[src/hw/rtl/gmb_pkg.sv]
package gmb_pkg;

  localparam int DEF_VERTEX_CAP = 65536;
  localparam int DEF_LOCAL_CAP  = 256;
  localparam int INQ_DEPTH      = 2;
  localparam int OUTQ_DEPTH     = 8;

  localparam logic [8:0] VLIM_RESET = 9'd64;
  localparam logic [7:0] TLIM_RESET = 8'd124;

  typedef enum logic [1:0] {
    REG_VERTEX_LIMIT   = 2'd0,
    REG_TRIANGLE_LIMIT = 2'd1
  } reg_index_t;

  typedef enum logic [1:0] {
    KIND_VERTEX   = 2'd0,
    KIND_TRIANGLE = 2'd1,
    KIND_DESC     = 2'd2
  } kind_t;

  typedef struct packed {
    logic [15:0] first_vertex;
    logic [15:0] second_vertex;
    logic [15:0] third_vertex;
    logic        last_triangle;
  } in_item_t;

  typedef struct packed {
    kind_t       kind;
    logic [15:0] global_vertex;
    logic [7:0]  local_a;
    logic [7:0]  local_b;
    logic [7:0]  local_c;
    logic [31:0] list_vertex_offset;
    logic [31:0] list_triangle_offset;
    logic [8:0]  meshlet_vertices;
    logic [7:0]  meshlet_triangles;
    logic        final_result;
  } out_item_t;

  typedef struct packed {
    logic clearing;
  } back_stat_t;

  typedef enum logic [3:0] {
    ST_CLEAR,
    ST_IDLE,
    ST_PROBE,
    ST_DECIDE,
    ST_DESC,
    ST_WALK,
    ST_MAP_RD,
    ST_MAP_WR,
    ST_TRI
  } back_state_t;

endpackage

[src/hw/rtl/gmb_front.sv]
module gmb_front #(
  parameter int VERTEX_CAP = gmb_pkg::DEF_VERTEX_CAP
) (
  input  logic              clk,
  input  logic              rst,
  input  logic              push,
  output logic              full,
  input  gmb_pkg::in_item_t item,
  input  logic              hold,
  output logic              fvalid,
  output gmb_pkg::in_item_t fitem,
  input  logic              take
);
  import gmb_pkg::*;

  localparam int MAP_DEPTH = (VERTEX_CAP < 65536) ? VERTEX_CAP : 65536;
  localparam int PW        = $clog2(INQ_DEPTH);
  localparam int CW        = $clog2(INQ_DEPTH + 1);

  in_item_t       q [INQ_DEPTH];
  logic [PW-1:0]  wp;
  logic [PW-1:0]  rp;
  logic [CW-1:0]  cnt;
  logic           acc;
  in_item_t       clamped;

  // Indices beyond the map fold onto its last entry.
  function automatic logic [15:0] clamp(input logic [15:0] v);
    if ({1'b0, v} >= 17'(MAP_DEPTH)) begin
      return 16'(MAP_DEPTH - 1);
    end
    return v;
  endfunction

  always_comb begin
    clamped               = item;
    clamped.first_vertex  = clamp(item.first_vertex);
    clamped.second_vertex = clamp(item.second_vertex);
    clamped.third_vertex  = clamp(item.third_vertex);
  end

  assign full   = hold || (cnt == CW'(INQ_DEPTH));
  assign acc    = push && !full;
  assign fvalid = (cnt != '0);
  assign fitem  = q[rp];

  always_ff @(posedge clk) begin
    if (acc) begin
      q[wp] <= clamped;
    end
    if (rst) begin
      wp  <= '0;
      rp  <= '0;
      cnt <= '0;
    end else begin
      if (acc) begin
        wp <= (wp == PW'(INQ_DEPTH - 1)) ? '0 : wp + 1'b1;
      end
      if (take) begin
        rp <= (rp == PW'(INQ_DEPTH - 1)) ? '0 : rp + 1'b1;
      end
      cnt <= cnt + CW'(acc) - CW'(take);
    end
  end

endmodule

[config.mk]
export PLATFORM = sky130hd
export DESIGN_NAME = gmb_front
export DESIGN_NICKNAME = d
export VERILOG_FILES = /design/src/hw/rtl/gmb_pkg.sv /design/src/hw/rtl/gmb_front.sv
export SDC_FILE = /design/constraint.sdc
export NUM_CORES = 1
export LEC_CHECK = 0
export ABC_AREA = 1
export BUFFER_PORTS_ARGS = -buffer_cell sky130_fd_sc_hd__buf_4
export CAP_MARGIN = 20
export CORE_MARGIN = 10
export CORE_UTILIZATION = 25
export CTS_CLUSTER_DIAMETER = 50
export DETAILED_ROUTE_END_ITERATION = 6
export GPL_TIMING_DRIVEN = 1
export PLACE_DENSITY_LB_ADDON = 0.15
export SYNTH_ARGS = -nofsm -noshare
export SYNTH_HDL_FRONTEND = slang
export SYNTH_SLANG_ARGS = --single-unit
[constraint.sdc]
create_clock -name clk -period 4.3 [get_ports clk]
set_input_delay 0.645 -clock clk [delete_from_list [all_inputs] [get_ports clk]]
set_output_delay 0.645 -clock clk [all_outputs]
set_load 0.01 [all_outputs]
==> run_results.csv <==
group,metric,value,unit
setup_path,cpLargestDelayFamily,"flip-flops",
sta,final_min_period_over_clock_period,0.6489,
place,place.gp.congestion,0.6485,
logic_synthesis,synth_area_leader_cell,"edfxtp_1",
cells_and_area,area_growth_syn_to_layout,33.65,%
floorplan,num_rows,45,
floorplan,initial_core_util,0.2538,
floorplan,fp.coreArea,15090,sq um
setup_path,worstSetupPathType,"reg -> out",
clock_network,cts.hold.buffers_added,0,
drt,drt_pass1_iterations,4,
logic_synthesis,synth.yosys.warnings,0,
power_and_ir_drop,totalPowerFinal,2.219,mW
logic_synthesis,netlist_top_cells_area,"edfxtp_1 (77%), mux2_2 (11%), mux2_4 (3.9%)",
drt,drt_iter0_drc,51,
clock_network,htree_num_levels,3,
power_and_ir_drop,pwr_density_cell,433.6,nW/um^2
clock_network,cts.repair.resized,0,
floorplan,ios,105,
outcome,status,"finished, final reports clean",
drt,detail-route-antenna-nets,0,
sta,post-route-min-period,2.790,ns
clock_network,cts.sinks,103,
drt,drc,0,
place,placement.setup.worst_slack,1.747,ns
sta,final_hold_viol_count,0,
clock_network,number_of_setup_buffers_added_after_cts,0,
floorplan,floorplan.die_area,20670,sq um
sta,rsz0062_at_grt,"no",
cells_and_area,ff_latch_area,3044,sq um
cells_and_area,most_common_cell_after_layout_fill_and_taps_aside,"buf_4",
cells_and_area,numnets_final,359,
logic_synthesis,synthesis.area,3830,sq um
floorplan,die_y,143.8,microns
clock_network,worst_skew_pair.late_latency,0.35,ns
sta,fmax,358.4,MHz
sta,sum_neg_setup_slack,0,ns
logic_synthesis,postSynthNetCount,245,
setup_path,peak_per_stage_delay_on_the_critical_path,0.74,ns
power_and_ir_drop,power_leakage,1.923,nW
cells_and_area,final_cell_count_no_fill,496,
cells_and_area,drive_gt1_frac,0.5584,
clock_network,clock_transition_at_the_registers_of_the_reported_paths,0.07,ns
worst_hold_path,min_path_type,"in -> reg",
place,hpwl,5552,microns
sta,relSlewSlack,0.4016,
drt,vias_per_cell,3.984,
grt,grt_antenna_before_repair,0,
logic_synthesis,post_synth_num_cell_types,15,
drt,wl_per_cell,16.39,microns
place,place.port_buffers,104,
setup_path,crit_arrival,2.15,ns
logic_synthesis,ys_ff_latch,103,
sta,slew_viol_final,0,
setup_path,timing.critical_path.to_type,"output port",
floorplan,chipWidth,143.8,microns
cells_and_area,fill_cells,1489,
grt,pin_count_of_the_biggest_net_entering_global_routing,31,
grt,grt_util_all_layers,0.08130,
grt,globalRouteOverflowTotal,0,
sta,clock-skew-final,0.009203,ns
setup_path,critical_path.n_buffers_inverters,2,
cells_and_area,final_cell_mix,"buf_4 (108), edfxtp_1 (98), mux2_2 (39)",
drt,wl,8131,microns
power_and_ir_drop,vdd.ir_drop.worst,199.2,uV
clock_network,cts_tree,"done",
sta,final.setup.worst_slack,1.510,ns
clock_network,cts.path.max_buffers,2,
clock_network,cts-root-buf,"clkbuf_16",
logic_synthesis,synth_seq_area_share,0.7945,
drt,num_vias,1976,
cells_and_area,n_antenna_cell,0,
setup_path,worstPathRequired,3.65,ns
sta,setup_viol_count_final,0,
cells_and_area,area_used_by_multi_input_combinational_logic,704.4,sq um
logic_synthesis,synth_largest_type_area_fraction,0.7684,
setup_path,critical-path-top-cell-by-count,"buf_4",
place,place_inst,480,
logic_synthesis,average_instance_area_after_synthesis,20.26,sq um
clock_network,numCtsBuffers,9,
grt,grt_pass1_wl,12310,microns
sta,worst_slew_pin_slew,0.8954,ns
setup_path,timing.critical_path.from_type,"flop",
setup_path,worstPathMaxFanout,28,
flow_run,max-cap-violations,0,
logic_synthesis,post_synth_inst_count,189,
setup_path,path_cells,"buf_4 > mux2_2 > buf_4",
grt,first_global_vias,2206,
setup_path,crit_path_top_delay_cell,"dfxtp_2",
[worst register-to-register path, stage by stage, from the launching register on]
cell and delay (ns):
dfxtp_1 0.34, inv_1 0.05, nand2_1 0.09, nand3_1 0.19
nor2_4 0.74, buf_4 0.37
[where the power goes]
part,switching [mW],internal [mW]
Clock,0.339,0.447
Combinational,0.119,0.147
Sequential,0.0193,1.15
Total,0.477,1.74
[cell families (layout without fill, tap and decap cells)]
| kind of cell | after synthesis | count (layout) | share of synthesized area |
|---|---|---|---|
| AO/OA/AOI/OAI | 1 | 1 | 0.001306 |
| AND/OR/NAND/NOR | 17 | 17 | 0.01797 |
| adder cells (fa/ha/maj) | 2 | 2 | 0.006533 |
| multiplexers | 49 | 49 | 0.1539 |
| XOR/XNOR | 1 | 1 | 0.002287 |
| flip-flops | 103 | 103 | 0.7945 |
| buffers and inverters | 16 | 135 | 0.02352 |
[cell usage after synthesis]
cell type	n
nand4_1	1
xnor2_1	1
nand3_1	2
dfxtp_1	5
nand2_1	8
edfxtp_1	98
inv_1	11
buf_6	1
buf_8	1
mux2_4	10
mux2_2	39
nor2_1	6
ha_1	2
buf_4	3
a21oi_1	1
[area by class of cell]
cell class              count  share of cell area
clock inverters             5            0.009778
multi-input cells          70              0.1376
clock buffers              11             0.04547
repair buffers            108              0.1584
flip-flops and latches    103              0.5947
well taps                 188             0.04595
inverters                  11            0.008066
[per-stage QoR]
step                      hold slack (ns)  cell area [sq um]  utilization
after floorplan                    0.4799               3830            -
after global placement             0.4966               4836       0.3205
after detailed placement           0.5057               4836       0.3205
after CTS                          0.4596               5119       0.3392
after global routing               0.4559               5119       0.3392
final                              0.4793               5119       0.3392
[registers in the layout, summed over array words and instances (netlist names), named ones only]
register / flops
wp: 1
rp: 1
cnt: 2
q: 98
[layer usage]
metal / wire length [microns] / GRT usage
met3: 748 / 0.04323
met4: 156 / 0.03869
met1: 3399 / 0.08901
met5: 0 / 0
met2: 3826 / 0.1270
[worst paths after layout]
check	from	end	slack, ns	depth (start not counted)
worst max-delay path	flop	fitem[23]	1.51	3
worst min-delay path	item[30]	q[1][30]	0.48	1
worst max register to register	cnt[0]	q[0][4]	2.23	5
worst min register to register	rp	rp	0.53	2
Note: power is estimated with default switching activity, not from simulation.
