===== src/hw/rtl/gmb_pkg.sv =====
package gmb_pkg;

  localparam int DEF_VERTEX_CAP = 65536;
  localparam int DEF_LOCAL_CAP  = 256;
  localparam int INQ_DEPTH      = 2;
  localparam int OUTQ_DEPTH     = 8;

  localparam logic [8:0] VLIM_RESET = 9'd64;
  localparam logic [7:0] TLIM_RESET = 8'd124;

  typedef enum logic [1:0] {
    REG_VERTEX_LIMIT   = 2'd0,
    REG_TRIANGLE_LIMIT = 2'd1
  } reg_index_t;

  typedef enum logic [1:0] {
    KIND_VERTEX   = 2'd0,
    KIND_TRIANGLE = 2'd1,
    KIND_DESC     = 2'd2
  } kind_t;

  typedef struct packed {
    logic [15:0] first_vertex;
    logic [15:0] second_vertex;
    logic [15:0] third_vertex;
    logic        last_triangle;
  } in_item_t;

  typedef struct packed {
    kind_t       kind;
    logic [15:0] global_vertex;
    logic [7:0]  local_a;
    logic [7:0]  local_b;
    logic [7:0]  local_c;
    logic [31:0] list_vertex_offset;
    logic [31:0] list_triangle_offset;
    logic [8:0]  meshlet_vertices;
    logic [7:0]  meshlet_triangles;
    logic        final_result;
  } out_item_t;

  typedef struct packed {
    logic clearing;
  } back_stat_t;

  typedef enum logic [3:0] {
    ST_CLEAR,
    ST_IDLE,
    ST_PROBE,
    ST_DECIDE,
    ST_DESC,
    ST_WALK,
    ST_MAP_RD,
    ST_MAP_WR,
    ST_TRI
  } back_state_t;

endpackage


===== src/hw/rtl/gmb_outq.sv =====
module gmb_outq (
  input  logic               clk,
  input  logic               rst,
  input  logic               wr,
  input  gmb_pkg::out_item_t wdata,
  output logic               qfull,
  output logic               empty,
  input  logic               pop,
  output gmb_pkg::out_item_t result
);
  import gmb_pkg::*;

  localparam int PW = $clog2(OUTQ_DEPTH);
  localparam int CW = $clog2(OUTQ_DEPTH + 1);

  out_item_t     q [OUTQ_DEPTH];
  logic [PW-1:0] wp;
  logic [PW-1:0] rp;
  logic [CW-1:0] cnt;
  logic          rd;
  logic          wen;

  assign qfull  = (cnt == CW'(OUTQ_DEPTH));
  assign empty  = (cnt == '0);
  assign rd     = pop && !empty;
  assign wen    = wr && !qfull;
  assign result = q[rp];

  always_ff @(posedge clk) begin
    if (wen) begin
      q[wp] <= wdata;
    end
    if (rst) begin
      wp  <= '0;
      rp  <= '0;
      cnt <= '0;
    end else begin
      if (wen) begin
        wp <= (wp == PW'(OUTQ_DEPTH - 1)) ? '0 : wp + 1'b1;
      end
      if (rd) begin
        rp <= (rp == PW'(OUTQ_DEPTH - 1)) ? '0 : rp + 1'b1;
      end
      cnt <= cnt + CW'(wen) - CW'(rd);
    end
  end

endmodule


===== config.mk =====
export PLATFORM = sky130hd
export DESIGN_NAME = gmb_outq
export DESIGN_NICKNAME = d
export VERILOG_FILES = /design/src/hw/rtl/gmb_pkg.sv /design/src/hw/rtl/gmb_outq.sv
export SDC_FILE = /design/constraint.sdc
export NUM_CORES = 1
export LEC_CHECK = 0
export BUFFER_PORTS_ARGS = -buffer_cell sky130_fd_sc_hd__buf_2
export CORE_AREA = 5 5 283 258
export CTS_BUF_LIST = sky130_fd_sc_hd__clkbuf_4 sky130_fd_sc_hd__clkbuf_8
export CTS_CLUSTER_SIZE = 24
export DETAILED_ROUTE_END_ITERATION = 12
export DIE_AREA = 0 0 288 263
export PLACE_DENSITY = 0.73
export SYNTH_ARGS = -nofsm -noshare
export SYNTH_HDL_FRONTEND = slang
export SYNTH_SLANG_ARGS = --single-unit

===== constraint.sdc =====
create_clock -name clk -period 22.6 [get_ports clk]
set_input_delay 0 -clock clk [delete_from_list [all_inputs] [get_ports clk]]
set_output_delay 0 -clock clk [all_outputs]
set_load 0.01 [all_outputs]

==> impl_results.html <==
<table>
<tr><th>Metric</th><th>Value</th></tr>
<tr><th colspan="2">Outcome</th></tr>
<tr><td>Outcome</td><td>complete, no violations</td></tr>
<tr><th colspan="2">Setup path</th></tr>
<tr><td>Maximum fanout count along the critical path</td><td>68</td></tr>
<tr><td>Data arrival time of the worst path</td><td>4.34 ns</td></tr>
<tr><td>Kind of critical path</td><td>flop to output pin</td></tr>
<tr><td>Capturing element type of the critical path</td><td>output pin</td></tr>
<tr><td>Worst EP required</td><td>22.60 ns</td></tr>
<tr><td>CP startpoint kind</td><td>flop</td></tr>
<tr><th colspan="2">Floorplan</th></tr>
<tr><td>Starting density of the core</td><td>54.5%</td></tr>
<tr><td>Overall die area</td><td>0.0757 mm²</td></tr>
<tr><td>IO Count</td><td>254</td></tr>
<tr><td>X dimension of the die</td><td>288 µm</td></tr>
<tr><td>Height of the die</td><td>263 µm</td></tr>
<tr><td>Core Rows</td><td>92</td></tr>
<tr><td>Area of the core region</td><td>0.0695 mm²</td></tr>
<tr><th colspan="2">CTS</th></tr>
<tr><td>Clock transition at path regs</td><td>0.06 ns</td></tr>
<tr><td>Clk_lat worst skew</td><td>0.77 ns</td></tr>
<tr><td># Post-CTS Setup Buffers</td><td>0</td></tr>
<tr><td>Maximum root-to-sink buffer count</td><td>3</td></tr>
<tr><td>H-tree depth</td><td>4</td></tr>
<tr><td>Root cell of the clock tree</td><td>sky130_fd_sc_hd__clkbuf_8</td></tr>
<tr><td>TritonCTS clock tree</td><td>yes</td></tr>
<tr><td>Number of sinks on the clock net</td><td>1005</td></tr>
<tr><td>Total CTS buffers</td><td>154</td></tr>
<tr><th colspan="2">STA</th></tr>
<tr><td>Final count of negative-setup-slack endpoints</td><td>0</td></tr>
<tr><td>Final Hold Viols</td><td>0</td></tr>
<tr><td>Peak clock frequency supported by timing</td><td>230 MHz</td></tr>
<tr><td>Setup TNS</td><td>0 ns</td></tr>
<tr><td>Number of slew-limit violations in the final report</td><td>0</td></tr>
<tr><td>Final period util</td><td>19.2%</td></tr>
<tr><td>Fin crit period</td><td>4.34 ns</td></tr>
<tr><td>Tightest slew margin relative to the limit</td><td>24.1%</td></tr>
<tr><td>RSZ-0062 raised after global routing</td><td>no</td></tr>
<tr><td>Clock skew</td><td>0.0341 ns</td></tr>
<tr><td>Slew at the pin closest to its max-slew limit</td><td>1.14 ns</td></tr>
<tr><th colspan="2">GRT</th></tr>
<tr><td>Wire length of the first global-routing pass</td><td>116000 µm</td></tr>
<tr><td>Largest net degree at the start of global routing</td><td>124</td></tr>
<tr><td>Number of antenna violations at the first check in global routing</td><td>5</td></tr>
<tr><td>Total GRT Usage</td><td>20.4%</td></tr>
<tr><td>Number of global-route vias before repair</td><td>19575</td></tr>
<tr><td>Residual overflow from global routing</td><td>0</td></tr>
<tr><th colspan="2">Detailed routing</th></tr>
<tr><td>Antenna Violating Nets Remaining</td><td>0</td></tr>
<tr><td>Vias</td><td>17834</td></tr>
<tr><td>Routed Wire Length</td><td>76300 µm</td></tr>
<tr><td>1st-iter DRT viols</td><td>1354</td></tr>
<tr><td>Number of DRC violations after detailed routing</td><td>0</td></tr>
<tr><td>Routed len/inst</td><td>23.9 µm</td></tr>
<tr><td>Drt first pass iters</td><td>7</td></tr>
<tr><td>Via density</td><td>5.59</td></tr>
<tr><th colspan="2">Power and ir drop</th></tr>
<tr><td>Worst-case vdd ir drop</td><td>0.0000515 V</td></tr>
<tr><td>Leak Pwr</td><td>0.0147 µW</td></tr>
<tr><td>PnR Total Power</td><td>4320 µW</td></tr>
<tr><td>Total power density per cell area</td><td>95.0 mW/mm²</td></tr>
<tr><th colspan="2">Cells and area</th></tr>
<tr><td>Commonest cells after routing, fill and taps aside</td><td>sky130_fd_sc_hd__edfxtp_1, sky130_fd_sc_hd__buf_2, sky130_fd_sc_hd__mux4_2</td></tr>
<tr><td>End-of-flow core utilization</td><td>65.5%</td></tr>
<tr><td>Number of filler instances in the final layout</td><td>4519</td></tr>
<tr><td>Number of nets in the finished design</td><td>2255</td></tr>
<tr><td>Commonest non-fill, non-tap cell in the layout</td><td>sky130_fd_sc_hd__edfxtp_1</td></tr>
<tr><td>Share of cells above drive strength 1</td><td>40.7%</td></tr>
<tr><td>Synth-to-Final Area Change</td><td>20.0%</td></tr>
<tr><th colspan="2">Place</th></tr>
<tr><td>Quantity of I/O buffers inserted on ports</td><td>253</td></tr>
<tr><td>DP Wirelength</td><td>39900 µm</td></tr>
<tr><td>Routability cong.</td><td>0.709</td></tr>
<tr><th colspan="2">Synthesis</th></tr>
<tr><td>Dominant combinational cell family by area after synthesis</td><td>multiplexers</td></tr>
<tr><td>Average cell area after synthesis</td><td>25.1 µm²</td></tr>
<tr><td>Simple-Gate Fraction of Synth Area</td><td>0.399%</td></tr>
<tr><td>Syn Nets</td><td>1652</td></tr>
<tr><td>Number of register bits inferred by synthesis</td><td>1005</td></tr>
<tr><td>Cell count after synthesis</td><td>1513</td></tr>
<tr><td>Unique cell type count in the Yosys netlist</td><td>25</td></tr>
<tr><td>Xor and xnor area share after synthesis</td><td>0.0231%</td></tr>
<tr><td>Post-synthesis adder-cell area fraction</td><td>0.383%</td></tr>
<tr><td>Sequential cell area fraction in the yosys report</td><td>79.2%</td></tr>
<tr><td>Ys Warns</td><td>0</td></tr>
<tr><td>Multiplexer fraction of the synthesized cell area</td><td>18.4%</td></tr>
<tr><td>Combined area of all synthesized cells</td><td>0.0379 mm²</td></tr>
<tr><td>Compound-Gate Fraction of Synth Area</td><td>0.208%</td></tr>
<tr><th colspan="2">Min path</th></tr>
<tr><td>Worst min-delay path category</td><td>input pin to flop</td></tr>
<tr><th colspan="2">Job</th></tr>
<tr><td>Total of max-cap violations</td><td>0</td></tr>
</table>
logic make-up after synthesis:
family / after synthesis
xor+xnor: 1
fa+ha+maj: 11
simple gates: 28
compound gates: 15
buf+inv: 81
mux: 372
flops: 1005
power breakdown:
group	leakage, µW	internal [µW]	total [µW]	switching, µW
clock network	0.00158	754	1440	683
registers	0.00911	2150	2190	41.1
logic	0.00406	347	696	349
total	0.0147	3250	4320	1070
registers in the layout, indices dropped and copies added, names as in the netlist, named ones only:
| name | count |
|---|---|
| q | 992 |
| rp | 3 |
| cnt | 4 |
| wp | 3 |
cell usage after synthesis:
cell type                  count  area share (%)
sky130_fd_sc_hd__buf_1        14            0.14
sky130_fd_sc_hd__nand3_1       5           0.066
sky130_fd_sc_hd__a31o_2        1           0.023
sky130_fd_sc_hd__fa_1          1           0.053
sky130_fd_sc_hd__mux4_2      248              15
sky130_fd_sc_hd__inv_1        10           0.099
sky130_fd_sc_hd__o21ai_0       6           0.079
sky130_fd_sc_hd__nor2b_1       1           0.017
sky130_fd_sc_hd__buf_6        25            0.74
sky130_fd_sc_hd__buf_2        13            0.17
sky130_fd_sc_hd__edfxtp_1    992              79
sky130_fd_sc_hd__ha_1         10            0.33
sky130_fd_sc_hd__clkbuf_1     19            0.19
sky130_fd_sc_hd__nand2b_1      3           0.049
sky130_fd_sc_hd__nor2_1        7           0.069
sky130_fd_sc_hd__a21oi_1       8            0.11
sky130_fd_sc_hd__or4_1         2           0.040
sky130_fd_sc_hd__xor2_1        1           0.023
sky130_fd_sc_hd__nor3_1        4           0.053
sky130_fd_sc_hd__nor4_1        1           0.017
sky130_fd_sc_hd__mux2_2      124             3.7
sky130_fd_sc_hd__or3b_2        2           0.046
sky130_fd_sc_hd__dfxtp_1      13            0.69
sky130_fd_sc_hd__nand4b_1      1           0.023
sky130_fd_sc_hd__nand2_1       2           0.020
through the flow:
step / cell area, µm² / hold WS [ns] / instances / setup slack, ns
detailed placement: 40200 / 0.269 / 2667 / 18.93
CTS: 45500 / 0.00142 / 3180 / 18.04
global placement: 40200 / 0.256 / 2667 / 18.96
global route: 45500 / 0.0206 / 3180 / 17.80
floorplan: 37900 / 0.0989 / 1513 / 9.15
finish: 45500 / 0.0647 / 3189 / 18.26
layout make-up:
cell class | instances | area [µm²] | area share, %
sequential | 1005 | 30100 | 66.0
multi-input combinational | 427 | 7410 | 16.3
timing repair buffer | 518 | 3850 | 8.46
clock buffer | 212 | 2560 | 5.63
tap | 940 | 1180 | 2.58
clock inverter | 68 | 400 | 0.880
inverter | 10 | 37.5 | 0.0825
antenna | 9 | 22.5 | 0.0495
per-layer routing:
layer | share of wire (%) | GRT usage, % | wire [µm] | vias up
met3 | 6.5 | 4.87 | 4940 | 106
met2 | 51 | 33.6 | 38900 | 539
met5 | 0.047 | 0 | 36 | -
met4 | 1.7 | 5.85 | 1280 | 6
li1 | - | - | - | 7757
met1 | 41 | 27.6 | 31100 | 9426
timing repair:
action	in CTS	in global routing
resized for setup	0	0
setup endpoints to repair	0	0
hold endpoints to repair	1031	0
hold buffers	233	0
path summary, 6_finish.rpt:
path / slack (ns) / cells after the start / startpoint / end
worst max-delay path: 18.26 / 5 / flop / result[101]
worst min-delay path: 0.06 / 2 / wdata[107] / q[1][107]
worst max register to register: 19.21 / 7 / cnt[2] / q[2][92]
worst min register to register: 0.55 / 2 / rp[2] / flop
critical path: stages (launching register included):
cell	delay, ns
sky130_fd_sc_hd__dfxtp_4	0.91
sky130_fd_sc_hd__buf_4	0.80
sky130_fd_sc_hd__buf_4	0.87
sky130_fd_sc_hd__mux4_2	0.42
sky130_fd_sc_hd__mux2_2	0.32
sky130_fd_sc_hd__buf_2	0.15
Power figures use the tool's default switching activity.
